==> config.mk <==
export PLATFORM = sky130hd
export DESIGN_NAME = double_ended_queue
export DESIGN_NICKNAME = d
export VERILOG_FILES = /design/src/rtl/deq_pkg.sv /design/src/rtl/deq_ram.sv /design/src/rtl/double_ended_queue.sv
export VERILOG_INCLUDE_DIRS = /design/src /design/src/rtl
export SDC_FILE = /design/constraint.sdc
export NUM_CORES = 1
export LEC_CHECK = 0
export BUFFER_PORTS_ARGS = -buffer_cell sky130_fd_sc_hd__buf_4
export CAP_MARGIN = 20
export CORE_MARGIN = 1.5
export CORE_UTILIZATION = 55
export DETAILED_ROUTE_END_ITERATION = 8
export GPL_ROUTABILITY_DRIVEN = 0
export GPL_TIMING_DRIVEN = 1
export PLACE_DENSITY = 0.73
export SLEW_MARGIN = 20
export SYNTH_ARGS = -nofsm -noshare
export SYNTH_HDL_FRONTEND = slang
export SYNTH_HIERARCHICAL = 1
export SYNTH_SLANG_ARGS = --single-unit
export TNS_END_PERCENT = 10
==> constraint.sdc <==
create_clock -name clock -period 14.59 [get_ports clock]
set_input_delay 0.7295 -clock clock [delete_from_list [all_inputs] [get_ports clock]]
set_output_delay 0.7295 -clock clock [all_outputs]
set_load 0.1 [all_outputs]
==> src/rtl/double_ended_queue_assert.svh <==
// ----------------------------------------------------------------------------
// Assertion macros for the double ended queue
// Clocked concurrent assertion wrappers on clock, with and without reset gating.
// ----------------------------------------------------------------------------
`ifndef DOUBLE_ENDED_QUEUE_ASSERT_SVH
`define DOUBLE_ENDED_QUEUE_ASSERT_SVH

// Checked outside reset only
`define DEQ_ASSERT(label, prop, msg) \
   label: assert property (@(posedge clock) disable iff (reset) (prop)) else $error(msg);

// Checked at every edge, reset included
`define DEQ_ASSERT_ALWAYS(label, prop, msg) \
   label: assert property (@(posedge clock) (prop)) else $error(msg);

`endif

==> src/rtl/deq_pkg.sv <==
// ----------------------------------------------------------------------------
// deq_pkg
// Sizes, codes, word types and helpers shared by the double ended queue.
// ----------------------------------------------------------------------------
`default_nettype none

package deq_pkg;

   // Sizing
   localparam int CAPACITY   = 16;
   localparam int VALUE_BITS = 32;
   localparam int IDX_BITS   = (CAPACITY > 1) ? $clog2(CAPACITY) : 1;
   localparam int CNT_BITS   = $clog2(CAPACITY + 1);
   localparam int SUM_BITS   = IDX_BITS + 1;

   // Operation codes; codes above peek act as peek
   typedef enum logic [2:0] {
      OP_PUSH_FRONT = 3'd0,
      OP_PUSH_BACK  = 3'd1,
      OP_POP_FRONT  = 3'd2,
      OP_POP_BACK   = 3'd3,
      OP_PEEK       = 3'd4
   } deq_op_type;

   // Result status codes
   typedef enum logic [1:0] {
      ST_OK    = 2'd0,
      ST_EMPTY = 2'd1,
      ST_FULL  = 2'd2
   } deq_status_type;

   // Request word
   typedef struct packed {
      deq_op_type         op;
      logic signed [31:0] push_value;
   } deq_req_type;

   // Result word
   typedef struct packed {
      logic signed [31:0] popped_value;
      deq_status_type     status;
      logic signed [31:0] front_value;
      logic signed [31:0] back_value;
      logic               is_empty;
      logic               is_full;
      logic [4:0]         entry_count;
   } deq_rsp_type;

   // Sign-extend (or cut) a stored value to the 32-bit result width
   function automatic logic signed [31:0] to_out32(input logic [VALUE_BITS-1:0] v);
      logic signed [VALUE_BITS-1:0] s;
      s = signed'(v);
      return 32'(s);
   endfunction

   // Minimum stored value as seen on the result ports
   localparam logic signed [31:0] MIN_VALUE = to_out32({1'b1, {(VALUE_BITS-1){1'b0}}});

   // Ring position of the back entry; front itself when empty
   function automatic logic [IDX_BITS-1:0] back_pos(input logic [IDX_BITS-1:0] front,
                                                    input logic [CNT_BITS-1:0] occ);
      logic [SUM_BITS-1:0] s;
      s = SUM_BITS'(front) + SUM_BITS'(occ) - SUM_BITS'(1);
      if (occ == '0) begin
         s = SUM_BITS'(front);
      end else if (s >= SUM_BITS'(CAPACITY)) begin
         s = s - SUM_BITS'(CAPACITY);
      end
      return IDX_BITS'(s);
   endfunction

endpackage

`default_nettype wire

==> src/rtl/deq_ram.sv <==
// ----------------------------------------------------------------------------
// deq_ram
// Generic RAM: one write port, two read ports, registered read (old data).
// ----------------------------------------------------------------------------
`default_nettype none

module deq_ram #(
   parameter int WIDTH = 32,
   parameter int DEPTH = 16
) (
   input  wire logic                             clock,
   input  wire logic                             wr_en,
   input  wire logic [$clog2(DEPTH > 1 ? DEPTH : 2)-1:0] wr_addr,
   input  wire logic [WIDTH-1:0]                 wr_data,
   input  wire logic [$clog2(DEPTH > 1 ? DEPTH : 2)-1:0] rd_addr_a,
   output logic      [WIDTH-1:0]                 rd_data_a,
   input  wire logic [$clog2(DEPTH > 1 ? DEPTH : 2)-1:0] rd_addr_b,
   output logic      [WIDTH-1:0]                 rd_data_b
);

   logic [WIDTH-1:0] mem_ff [DEPTH];

   // Write port and both registered read ports
   always_ff @(posedge clock) begin
      if (wr_en) begin
         mem_ff[wr_addr] <= wr_data;
      end
      rd_data_a <= mem_ff[rd_addr_a];
      rd_data_b <= mem_ff[rd_addr_b];
   end

endmodule

`default_nettype wire

==> src/rtl/double_ended_queue.sv <==
// ----------------------------------------------------------------------------
// double_ended_queue
// Bounded deque in a ring RAM: push/pop at either end, peek, with end values.
// ----------------------------------------------------------------------------
//
//   channel   ports                      direction  handshake
//   request   start, busy, req_data      in         start && !busy
//   result    rsp_strobe, rsp_data       out        one-cycle strobe
//
// An operation runs through the RAM read of the old ends (pop value),
// the update with the read of the new ends, and the result register.
// The next word is taken in the cycle its predecessor's result strobes.
// Synchronous reset clears the front pointer and count; RAM contents are
// never cleared, as only live entries are ever read.
// The receiver cannot stall; a result is shown for exactly one cycle.
// ----------------------------------------------------------------------------
`default_nettype none
`include "double_ended_queue_assert.svh"

module double_ended_queue (
   input  wire logic                 clock,
   input  wire logic                 reset,
   input  wire logic                 start,
   output logic                      busy,
   input  wire deq_pkg::deq_req_type req_data,
   output logic                      rsp_strobe,
   output deq_pkg::deq_rsp_type      rsp_data
);

   typedef enum logic [1:0] {
      S_IDLE,
      S_EXEC,
      S_FETCH
   } state_type;

   localparam int IB = deq_pkg::IDX_BITS;
   localparam int CB = deq_pkg::CNT_BITS;
   localparam int VB = deq_pkg::VALUE_BITS;

   state_type                state_ff, state_in;
   logic [IB-1:0]            front_ff, front_in;
   logic [CB-1:0]            occ_ff, occ_in;
   deq_pkg::deq_req_type     req_ff, req_in;
   logic signed [31:0]       popped_ff, popped_in;
   deq_pkg::deq_status_type  status_ff, status_in;
   logic                     fwd_a_ff, fwd_a_in;
   logic                     fwd_b_ff, fwd_b_in;
   logic [VB-1:0]            fwd_data_ff;
   deq_pkg::deq_rsp_type     rsp_ff, rsp_in;
   logic                     strobe_ff, strobe_in;

   logic                     ram_wr_en;
   logic [IB-1:0]            ram_wr_addr;
   logic [VB-1:0]            ram_wr_data;
   logic [IB-1:0]            ram_rd_addr_a, ram_rd_addr_b;
   logic [VB-1:0]            ram_rd_data_a, ram_rd_data_b;

   logic [IB-1:0]            front_dec, front_inc;
   logic                     is_full_now, is_empty_now;
   logic [VB-1:0]            front_word, back_word;

   assign busy       = (state_ff != S_IDLE);
   assign rsp_strobe = strobe_ff;
   assign rsp_data   = rsp_ff;

   // Ring neighbors of the front pointer
   assign front_dec = (front_ff == '0) ? IB'(deq_pkg::CAPACITY - 1) : front_ff - IB'(1);
   assign front_inc = (front_ff == IB'(deq_pkg::CAPACITY - 1)) ? '0 : front_ff + IB'(1);

   assign is_full_now  = (occ_ff == CB'(deq_pkg::CAPACITY));
   assign is_empty_now = (occ_ff == '0);

   // Operation decode and pointer update
   always_comb begin
      state_in    = state_ff;
      front_in    = front_ff;
      occ_in      = occ_ff;
      req_in      = req_ff;
      popped_in   = popped_ff;
      status_in   = status_ff;
      ram_wr_en   = 1'b0;
      ram_wr_addr = front_ff;
      ram_wr_data = VB'(req_ff.push_value);
      unique case (state_ff)
         S_IDLE: begin
            if (start) begin
               req_in   = req_data;
               state_in = S_EXEC;
            end
         end
         S_EXEC: begin
            popped_in = deq_pkg::MIN_VALUE;
            status_in = deq_pkg::ST_OK;
            unique case (req_ff.op)
               deq_pkg::OP_PUSH_FRONT: begin
                  if (is_full_now) begin
                     status_in = deq_pkg::ST_FULL;
                  end else begin
                     front_in    = front_dec;
                     occ_in      = occ_ff + CB'(1);
                     ram_wr_en   = 1'b1;
                     ram_wr_addr = front_dec;
                  end
               end
               deq_pkg::OP_PUSH_BACK: begin
                  if (is_full_now) begin
                     status_in = deq_pkg::ST_FULL;
                  end else begin
                     occ_in      = occ_ff + CB'(1);
                     ram_wr_en   = 1'b1;
                     ram_wr_addr = deq_pkg::back_pos(front_ff, occ_ff + CB'(1));
                  end
               end
               deq_pkg::OP_POP_FRONT: begin
                  if (is_empty_now) begin
                     status_in = deq_pkg::ST_EMPTY;
                  end else begin
                     popped_in = deq_pkg::to_out32(ram_rd_data_a);
                     front_in  = front_inc;
                     occ_in    = occ_ff - CB'(1);
                  end
               end
               deq_pkg::OP_POP_BACK: begin
                  if (is_empty_now) begin
                     status_in = deq_pkg::ST_EMPTY;
                  end else begin
                     popped_in = deq_pkg::to_out32(ram_rd_data_b);
                     occ_in    = occ_ff - CB'(1);
                  end
               end
               default: begin
                  // peek and unused codes: no change
               end
            endcase
            state_in = S_FETCH;
         end
         S_FETCH: begin
            state_in = S_IDLE;
         end
         default: begin
            state_in = S_IDLE;
         end
      endcase
   end

   // Read the ends as they stand after any update; forward a same-cycle write
   assign ram_rd_addr_a = front_in;
   assign ram_rd_addr_b = deq_pkg::back_pos(front_in, occ_in);
   assign fwd_a_in      = ram_wr_en && (ram_wr_addr == ram_rd_addr_a);
   assign fwd_b_in      = ram_wr_en && (ram_wr_addr == ram_rd_addr_b);

   assign front_word = fwd_a_ff ? fwd_data_ff : ram_rd_data_a;
   assign back_word  = fwd_b_ff ? fwd_data_ff : ram_rd_data_b;

   // Result word
   always_comb begin
      rsp_in              = rsp_ff;
      strobe_in           = (state_ff == S_FETCH);
      if (state_ff == S_FETCH) begin
         rsp_in.popped_value = popped_ff;
         rsp_in.status       = status_ff;
         rsp_in.front_value  = is_empty_now ? deq_pkg::MIN_VALUE
                                            : deq_pkg::to_out32(front_word);
         rsp_in.back_value   = is_empty_now ? deq_pkg::MIN_VALUE
                                            : deq_pkg::to_out32(back_word);
         rsp_in.is_empty     = is_empty_now;
         rsp_in.is_full      = is_full_now;
         rsp_in.entry_count  = 5'(occ_ff);
      end
   end

   // State and registered outputs
   always_ff @(posedge clock) begin
      if (reset) begin
         state_ff  <= S_IDLE;
         front_ff  <= '0;
         occ_ff    <= '0;
         strobe_ff <= 1'b0;
      end else begin
         state_ff  <= state_in;
         front_ff  <= front_in;
         occ_ff    <= occ_in;
         strobe_ff <= strobe_in;
      end
      req_ff      <= req_in;
      popped_ff   <= popped_in;
      status_ff   <= status_in;
      fwd_a_ff    <= fwd_a_in;
      fwd_b_ff    <= fwd_b_in;
      fwd_data_ff <= ram_wr_data;
      rsp_ff      <= rsp_in;
   end

   // Ring store
   deq_ram #(
      .WIDTH (VB),
      .DEPTH (deq_pkg::CAPACITY)
   ) u_ram (
      .clock     (clock),
      .wr_en     (ram_wr_en),
      .wr_addr   (ram_wr_addr),
      .wr_data   (ram_wr_data),
      .rd_addr_a (ram_rd_addr_a),
      .rd_data_a (ram_rd_data_a),
      .rd_addr_b (ram_rd_addr_b),
      .rd_data_b (ram_rd_data_b)
   );

   // Checks
   `DEQ_ASSERT(a_occ_bound, occ_ff <= CB'(deq_pkg::CAPACITY), "count above capacity")
   `DEQ_ASSERT(a_accept_busy, (start && !busy) |=> busy, "accepted word did not raise busy")
   `DEQ_ASSERT(a_strobe_fetch, rsp_strobe |-> $past(state_ff == S_FETCH), "strobe out of sequence")
   `DEQ_ASSERT(a_empty_status, (rsp_strobe && rsp_data.status == deq_pkg::ST_EMPTY) |-> rsp_data.is_empty, "empty pop on nonempty deque")
   `DEQ_ASSERT(a_write_exec, ram_wr_en |-> (state_ff == S_EXEC), "RAM write outside update")
   `DEQ_ASSERT_ALWAYS(a_reset_quiet, reset |=> !rsp_strobe, "strobe after reset")

endmodule

`default_nettype wire
After elaboration in Yosys (flattened, before gate mapping) --
Memory sizes are Yosys's and may differ from the RTL's. A register that Yosys moved wholly into a read port is not among the register bits. Cells that the tools add are included.
Storage, ports and cells: memories 1, RAM bits 512, bits in registers 220
Memories:
- u_ram.mem_ff | words 16, bits a word 32, rd ports 2, clocked after memory_dff 2, write ports 1, line deq_ram.sv:21 | logic [WIDTH-1:0] mem_ff [DEPTH];
Cells by class: equal/unequal tests 10, multiplexer cells 32, add/sub/neg operators 10, reduce and logical (&&, ||, !) cells 12, $lt $le $gt $ge 2
Operator list (number):
- $mux 32 | 4
- $pmux 32 s2 | 1
- $mux 4 | 11
- $pmux 4 s2 | 2
- $logic_not 5->1 | 3
- $mux 5 | 3
- $sub 5x1->5 const B | 3
- $sub 4x1->4 const B | 3
- $add 4x5->5 | 2
- $ge 5x5->1 const B | 2
- $pmux 5 s2 | 1
- $eq 4x4->1 | 2
- $pmux 2 s2 | 2
- $eq 3x2->1 const B | 2
- $mux 1 | 6
- $add 5x1->5 const B | 1
- $eq 5x5->1 const B | 1
- $add 4x1->4 const B | 1
- $eq 4x4->1 const B | 1
- $logic_not 4->1 | 1
- $mux 2 | 2
- $reduce_or 2->1 | 2
- $eq 3x1->1 const B | 1
- $logic_not 3->1 | 1
- other kinds (7) | 8

Longest topological paths before layout --
Gate-level depths: netlist of the first run.
depth in word-level cells 12, mapped depth 25, mapped depth without buffers 21

Hierarchy --
Netlist of the first run, hierarchy kept.
By module, submodules not included:
- deq_ram | area each 24188.2 µm², seq. area each 16656.0 µm², cells each 1141, times used 1
- double_ended_queue | area each 8874.8 µm², seq. area each 6145.9 µm², cells each 628, times used 1

Least setup slack after synthesis of the first run --
Ideal clock, no wire load.
path type reg2reg, from reg occ_ff[0], to mem u_ram.mem_ff[0][0], enable pin, library setup time 0.461 ns, path buffers 1, data arrival time 5.473 ns, cell stages (with the launch flop) 17, clock period less this slack 5.934 ns, setup slack 8.656 ns, cell sequence dfxtp_1 clkbuf_1 inv_1 ha_1 inv_1 ha_1 inv_1 ha_1 inv_1 fa_1 xnor2_1 xnor2_1 xnor2_1 a311oi_1 inv_1 or3b_2 nor3_1
On the way: word-level cells in the longest chain between the ends 9
RTL lines:
- start, declared | line double_ended_queue.sv:42 | logic [CB-1:0] occ_ff, occ_in;
- start signal, assigned | line double_ended_queue.sv:182 | occ_ff <= occ_in;
- $add 5x1->5 | line double_ended_queue.sv:111 | ram_wr_addr = deq_pkg::back_pos(front_ff, occ_ff + CB'(1));
- $add 4x5->5 | line deq_pkg.sv:63 | s = SUM_BITS'(front) + SUM_BITS'(occ) - SUM_BITS'(1);
- $sub 5x1->5 | line deq_pkg.sv:63
- $sub 4x1->4 / $ge 5x5->1 (equally long branches) | line deq_pkg.sv:67, deq_pkg.sv:66
- $mux 4 | line deq_pkg.sv:66 | end else if (s >= SUM_BITS'(CAPACITY)) begin
- $mux 4 | line deq_pkg.sv:64 | if (occ == '0) begin
- $mux 4 | line double_ended_queue.sv:106 | if (is_full_now) begin
- $pmux 4 s2 * | line double_ended_queue.sv:94 | unique case (req_ff.op)
- $mux 4 * | line double_ended_queue.sv:84 | unique case (state_ff)
- via ram_wr_addr[3] | line double_ended_queue.sv:53 | logic [IB-1:0] ram_wr_addr;
- end, declared | line deq_ram.sv:21
The timed path passes the listed nets; every way through them passes the cells marked *.

Final worst setup path of the first run --
from reg occ_ff[0], to reg u_ram.rd_data_b[28], read port of u_ram.mem_ff
On the way: word-level cells in the longest chain between the ends 9
RTL lines:
- $eq 5x5->1 * | line double_ended_queue.sv:70 | assign is_full_now = (occ_ff == CB'(deq_pkg::CAPACITY));
- via is_full_now | line double_ended_queue.sv:59 | logic is_full_now, is_empty_now;
- $mux 4 * | line double_ended_queue.sv:96 | if (is_full_now) begin
- $pmux 4 s2 * | line double_ended_queue.sv:94
- $mux 4 * | line double_ended_queue.sv:84
- via front_in[1] | line double_ended_queue.sv:41 | logic [IB-1:0] front_ff, front_in;
- $add 4x5->5 * | line deq_pkg.sv:63
- $sub 5x1->5 * | line deq_pkg.sv:63
- $sub 4x1->4 / $ge 5x5->1 (equally long branches) | line deq_pkg.sv:67, deq_pkg.sv:66
- $mux 4 * | line deq_pkg.sv:66
- $mux 4 * | line deq_pkg.sv:64
- via ram_rd_addr_b[3] | line double_ended_queue.sv:55 | logic [IB-1:0] ram_rd_addr_a, ram_rd_addr_b;
- end, declared | line deq_ram.sv:18 | output logic [WIDTH-1:0] rd_data_b
Marks and branches as above. A chain may end at the register's enable or synchronous reset.

==> flow_summary.yaml, run 1 <==
place:
  dp_cells: 2603
  hpwl_um: 43250
  numPortBuffers: 144
min_path:
  hold_depth: 1
  holdCritStartpoint: "req_data[17]"
  hold_path_end: "ram_wr_data[17]"
  worst_hold_path_type: "in2reg"
final_layout:
  utilization_pct: 63.91
  n_antenna_cell: 0
  nets: 1964
  finalNonFillerCells: 2751
  drive_above_1_share_pct: 30.79
  syn_to_final_growth_pct: 14.52
status:
  outcome: "complete, but fails checks"
  violations: "design-rule violations"
synth:
  synth_top_family_by_area: "multiplexers"
  yosys.cell_count.top_type: "edfxtp_1"
  synth_edf_count: 686
  syn-mean-instance-area_um2: 18.69
  synthesis.area_mm2: 0.03306
  ys_types: 62
  synth_top_area_cell: "edfxtp_1"
  netlist_instances: 1769
  synthAdderAreaFrac_pct: 0.5752
  synth_xor_area_share_pct: 0.5033
  synth_top_area_share_pct: 62.30
  synth_nets: 1821
  synth-async-reset-ratio_pct: 0
  ys.flop_type: "edfxtp_1"
  ys_seq_area_share_pct: 68.96
  netlist_top_cells_count: "edfxtp_1 (686), mux4_2 (256), a22oi_1 (128)"
  yosys-mux-area-fraction_pct: 20.42
  yosys.area_share.simple_pct: 3.576
  synth-compound-area-share_pct: 3.924
  synthTopCellsByArea: "edfxtp_1 (62%), mux4_2 (17%), dfxtp_1 (6.7%), mux2i_1 (2.9%), a22oi_1 (2.9%)"
  synth_seq_cells: 796
  yosys_warnings: 6
setup_path:
  crit_slowest_cell: "and2_2"
  startpoint_type: "register"
  endpoint_kind: "register"
  reg2reg_from: "occ_ff[0]"
  required_ns: 15.14
  r2r_setup_slack_ns: 8.22
  crit_top_cell: "inv_1"
  crit_path_max_incr_delay_ns: 1.06
  worstPathArrival_ns: 6.92
  ff2ff_path_depth: 20
  crit_chain: "inv_1 > ha_1 > nand4bb_1 > inv_2 > o21ai_0 > a22o_1 > a22o_4 > inv_1 > ha_1 > inv_1 > ha_1 > inv_1 > fa_1 > xnor2_1 > xnor2_1 > nor2_1 > xnor2_1 > and2_2 > a22oi_1 > nand2_1"
  crit_fanout: 63
  r2r_end: "u_ram/rd_data_b[28]"
  criticalPathCategory: "reg2reg"
global_route:
  grtUsageTotal_pct: 26.77
  grt_pass1_wl_um: 118400
  grt_pass1_vias: 18400
  grt_overflow: 0
  grt_max_degree: 85
  antenna_found_initial: 0
power:
  totalPowerFinal_mw: 5.063
  comb_power_share_pct: 6.4
  clkPwrFrac_pct: 42.7
  p_leak_nw: 12.21
  ir_drop_mv: 0.09433
  switchingPower_mw: 1.093
  pwr-share-seq_pct: 50.9
  swShare_pct: 21.60
  pwr_density_cell_mw_per_mm2: 133.7
  power.internal_mw: 3.969
drt:
  met3_length_um: 7119
  drc: 6
  drtAntennaViolNets: 0
  wl_per_cell_um: 29.14
  drt_iter0_drc: 2182
  met2_length_um: 39210
  m1WireLength_um: 31580
  dr.max_layer_used: "met4"
  vias: 18210
  via_per_inst: 6.620
  wl_um: 80170
  firstDrtPassIters: 7
floorplan:
  die_x_um: 248.2
  die_y_um: 248.2
  rows: 89
  core-area_mm2: 0.05924
  die-area_mm2: 0.06159
  start_util_pct: 55.81
  io-pin-count: 145
sta:
  post-route-min-period_ns: 6.368
  finalSetupViolCount: 0
  maxSlewViolCount: 0
  setup-tns-final_ns: 0
  rsz0062_at_grt: "false"
  hold_ws_ns: 0.2685
  hold_violations: 0
  fin_crit_sh_pct: 43.65
  clock-skew-final_ns: 0.02549
  max_freq_ghz: 0.1570
  slew_headroom_pct: 19.37
  tightest_slew_ns: 1.210
clock_network:
  clk_path_buf_depth: 3
  ctsHoldBuffers: 0
  tritoncts: "built"
  clk-insertion-delay-late_ns: 0.63
  clkSlewWorstSetupHoldPaths_ns: 0.06
  htreeDepth: 3
  ctsResizeCount: 0
  postCtsSetupBuffers: 0
  cts_inserted_buffers: 80
  cts_root_buf: "clkbuf_16"
  clock-sinks: 796
flow_run:
  max_cap_viol_count: 0
-- worst max path at each step --
stage | slack [ns] | cells past startpoint | start | to
2_1_floorplan | 8.66 | 16 | occ_ff[0] | u_ram/mem_ff[0][0]
3_3_place_gp | 8.61 | 14 | occ_ff[0] | u_ram/rd_data_b[24]
3_5_place_dp | 8.35 | 20 | occ_ff[0] | u_ram/rd_data_b[2]
4_1_cts | 8.34 | 20 | occ_ff[0] | u_ram/rd_data_b[20]
5_1_grt | 7.85 | 20 | occ_ff[0] | u_ram/rd_data_b[4]
6_report | 8.22 | 20 | occ_ff[0] | u_ram/rd_data_b[28]
-- power groups by stage --
stage	logic (mW)	registers, mW	clock network (mW)
2_1_floorplan	0.193	2.65	0
3_3_place_gp	0.316	2.62	0
3_5_place_dp	0.322	2.63	0
4_1_cts	0.323	2.58	2.19
5_1_grt	0.344	2.58	2.28
6_report	0.324	2.58	2.16
-- stage by stage --
| stage | cell area (um2) | worst slack (ns) |
|---|---|---|
| after detailed placement | 35050 | 8.350 |
| after CTS | 37860 | 8.336 |
| after global routing | 37860 | 7.848 |
| after global placement | 35050 | 8.612 |
| after floorplan | 33060 | 8.656 |
| final | 37860 | 8.222 |
-- critical path, delay by kind of cell (launching register included) --
family	cells	cell delay (ns)
AND/OR/NAND/NOR	4	1.67
AO/OA/AOI/OAI	4	1.45
adder cells (fa/ha/maj)	4	1.16
flip-flops	1	0.52
buffers and inverters	5	0.60
XOR/XNOR	3	0.87
-- cell type report --
type / count / area, um2
Sequential cell: 796 / 22800
Fill cell: 3972 / 21380
Multi-Input combinational cell: 826 / 9794
Clock buffer: 112 / 2349
Timing Repair Buffer: 183 / 1386
Tap cell: 773 / 967.2
Clock inverter: 36 / 460.4
Inverter: 25 / 101.3
-- layer usage --
| layer | vias to the layer above | GRT usage (%) |
|---|---|---|
| met5 | - | 0 |
| met2 | 965 | 43.54 |
| met1 | 9583 | 37.35 |
| met4 | 0 | 9.444 |
| met3 | 143 | 4.051 |
| li1 | 7521 | - |
-- cell families after synthesis --
kind of cell,count (synthesis)
flip-flops,796
AO/OA/AOI/OAI,175
multiplexers,354
XOR/XNOR,19
buffers and inverters,147
adder cells (fa/ha/maj),14
AND/OR/NAND/NOR,264
-- registers in the layout, indices dropped and copies added, names as in the netlist --
name	cells
fwd_b_ff	1
u_ram/rd_data_a	32
fwd_data_ff	32
u_ram/mem_ff	512
u_ram/rd_data_b	32
rsp_strobe	1
front_ff	4
req_ff	3
status_ff	2
ram_wr_data	32
state_ff	2
rsp_data	105
fwd_a_ff	1
popped_ff	32
occ_ff	5
-- placed cells by master, fill, tap and decap left out, types with 4 or more instances in the layout --
cell and count:
inv_1 22, clkbuf_16 85, ha_1 12, clkinv_1 8, a22oi_1 128, nor3_1 4
mux4_2 256, edfxtp_1 686, nand2_1 79, buf_4 182, nor2b_4 6, nor2_1 111
xnor2_1 14, a21oi_1 6, mux2i_1 96, clkbuf_1 15, dfxtp_1 108, xor2_1 5
bufinv_16 11, clkbuf_8 12, nor3_2 4, nor2_4 15, nand2b_1 4, o21ai_0 11
nor2b_1 4, nand3_1 10, clkinv_2 12
Power figures use the tool's default switching activity.
==> run 2: changes to the inputs <==
- clock period: 14.59 -> 6.7 ns (I/O delays scaled with it)
==> run 2 against run 1 <==
  * The run still ends with design-rule violations left
  * Total power up 120%
  * Sequential power grew 120%
  * First-iteration DRC count fell by 11%
  * Final cell count up 1.3%
  * Via count down 0.54%
  * Largest cell class unchanged
  * Die area did not move
  * Flip-flop and latch count unchanged
  * Hold slack worse by 0.22 ns
  * Cell area up 1.1%
  * Wire length decreased by 3.5%
  * Highest routed layer unchanged
  * Sequential share of layout area fell by 0.68 points
  * Register-to-register slack got worse by 7.1 ns
==> flow_summary.yaml, run 2 (same netlist as run 1, synthesis figures left out) <==
status:
  outcome: "complete, but fails checks"
  violations: "design-rule violations"
drt:
  wl_per_cell_um: 27.76
  firstDrtPassIters: 7
  via_per_inst: 6.499
  wl_um: 77360
  drt_iter0_drc: 1941
  drc: 6
  vias: 18110
  drtAntennaViolNets: 0
clock_network:
  cts_inserted_buffers: 80
  clk_path_buf_depth: 3
  ctsHoldBuffers: 36
  clkSlewWorstSetupHoldPaths_ns: 0.06
  cts_root_buf: "clkbuf_16"
  postCtsSetupBuffers: 0
  tritoncts: "built"
  ctsResizeCount: 0
  clk-insertion-delay-late_ns: 0.63
  clock-sinks: 796
  htreeDepth: 3
setup_path:
  criticalPathCategory: "reg2reg"
  critPathLaunch: "occ_ff[0]"
  cp-endpoint: "u_ram/rd_data_b[4]"
  r2r_end: "u_ram/rd_data_b[4]"
  reg2reg_from: "occ_ff[0]"
  ff2ff_path_depth: 19
  endpoint_kind: "register"
  r2r_setup_slack_ns: 1.10
  crit_fanout: 35
  worstPathArrival_ns: 6.15
  required_ns: 7.25
  startpoint_type: "register"
sta:
  fin_crit_sh_pct: 83.58
  maxSlewViolCount: 0
  hold_violations: 0
  setup_ws_ns: 1.100
  post-route-min-period_ns: 5.600
  slew_headroom_pct: 24.28
  max_freq_ghz: 0.1786
  clock-skew-final_ns: 0.02268
  finalSetupViolCount: 0
  setup-tns-final_ns: 0
  rsz0062_at_grt: "false"
  tightest_slew_ns: 1.136
power:
  ir_drop_mv: 0.2081
  clkPwrFrac_pct: 42.3
  swShare_pct: 21.84
  power.internal_mw: 8.598
  switchingPower_mw: 2.402
  comb_power_share_pct: 6.6
  p_leak_nw: 12.39
  pwr_density_cell_mw_per_mm2: 287.2
  pwr-share-seq_pct: 51.1
final_layout:
  multi_input_area_mm2: 0.009789
  regArea_mm2: 0.02280
  syn_to_final_growth_pct: 15.83
  drive_above_1_share_pct: 30.49
  utilization_pct: 64.65
  final_cell_mix: "edfxtp_1 (686), mux4_2 (256), buf_4 (174), a22oi_1 (128), nor2_1 (111)"
  nets: 2000
  fillers: 3930
  largest_reg_flops: 512
  postLayoutCellArea_mm2: 0.03830
  mostFrequentLayoutCell: "edfxtp_1"
  top_register: "u_ram/mem_ff"
  finalNonFillerCells: 2787
  n_antenna_cell: 0
min_path:
  worst_hold_path_type: "in2reg"
floorplan:
  die_y_um: 248.2
  rows: 89
  start_util_pct: 55.81
  io-pin-count: 145
  die_x_um: 248.2
  die-area_mm2: 0.06159
  core-area_mm2: 0.05924
place:
  dpl_cell_area_mm2: 0.03511
  post-place-ws_ns: 1.195
  numPortBuffers: 144
  dp_cells: 2601
  hpwl_um: 43480
global_route:
  antenna_found_initial: 1
  grt_pass1_vias: 18710
  grtUsageTotal_pct: 25.90
  grt_max_degree: 130
  grt_overflow: 0
  grt_pass1_wl_um: 116100
flow_run:
  max_cap_viol_count: 0
[run 2: changes by cell type in the layout (fill, tap and decap cells not counted), sizes merged]
cell	delta
clkinvlp	-1
clkinv	+7
dlygate4sd3	+36
clkbuf	-5
bufinv	-1
[run 2: power by group through the flow]
stage          combinational, mW  clock, mW  sequential, mW
6_report                   0.730       4.65            5.62
5_1_grt                    0.775       4.92            5.63
2_1_floorplan              0.421          0            5.77
3_5_place_dp               0.701          0            5.72
4_1_cts                    0.724       4.73            5.62
3_3_place_gp               0.690          0            5.72
[run 2: worst min-delay path by stage]
stage                  start       endpoint  cells past startpoint
2_1_floorplan  popped_ff[27]  rsp_data[100]                      0
3_3_place_gp   popped_ff[13]   rsp_data[86]                      0
3_5_place_dp   popped_ff[22]   rsp_data[95]                      0
4_1_cts                start    state_ff[0]                      3
5_1_grt                start    state_ff[0]                      3
6_report               start    state_ff[0]                      3
[run 2: worst max-delay path: stages (launching register included)]
cell      delay, ns
dfxtp_1        0.41
inv_1          0.14
ha_1           0.22
or4b_1         0.66
nand2b_4       0.55
o21ai_0        0.19
a22oi_2        0.20
ha_1           0.26
inv_1          0.06
ha_1           0.14
inv_1          0.06
fa_1           0.44
xnor2_1        0.15
xnor2_1        0.24
nor2_1         0.09
xnor2_1        0.48
nor2b_4        0.53
buf_4          0.44
a22oi_1        0.17
nand2_1        0.11
[run 2: layout make-up]
class                   instances  area share [%]
clock inverters                41           1.241
repair buffers                219           4.861
multi-input cells             826           25.56
inverters                      25          0.2646
flip-flops and latches        796           59.54
clock buffers                 107           6.001
well taps                     773           2.525
[run 2: through the flow]
| stage | total power, mW | hold slack (ns) |
|---|---|---|
| 3_5_place_dp | 6.426 | 0.4045 |
| 3_3_place_gp | 6.406 | 0.4013 |
| 2_1_floorplan | 6.191 | 0.4003 |
| 6_report | 11.00 | 0.04471 |
| 4_1_cts | 11.07 | 0.01509 |
| 5_1_grt | 11.32 | 0.04485 |
[run 2: metal layers]
metal,vias to the layer above,part of all wire [%],GRT usage [%]
met5,-,0,0
met4,0,2.7,9.160
met3,148,8.2,4.428
met2,890,50,42.99
met1,9477,39,34.95
li1,7599,-,-
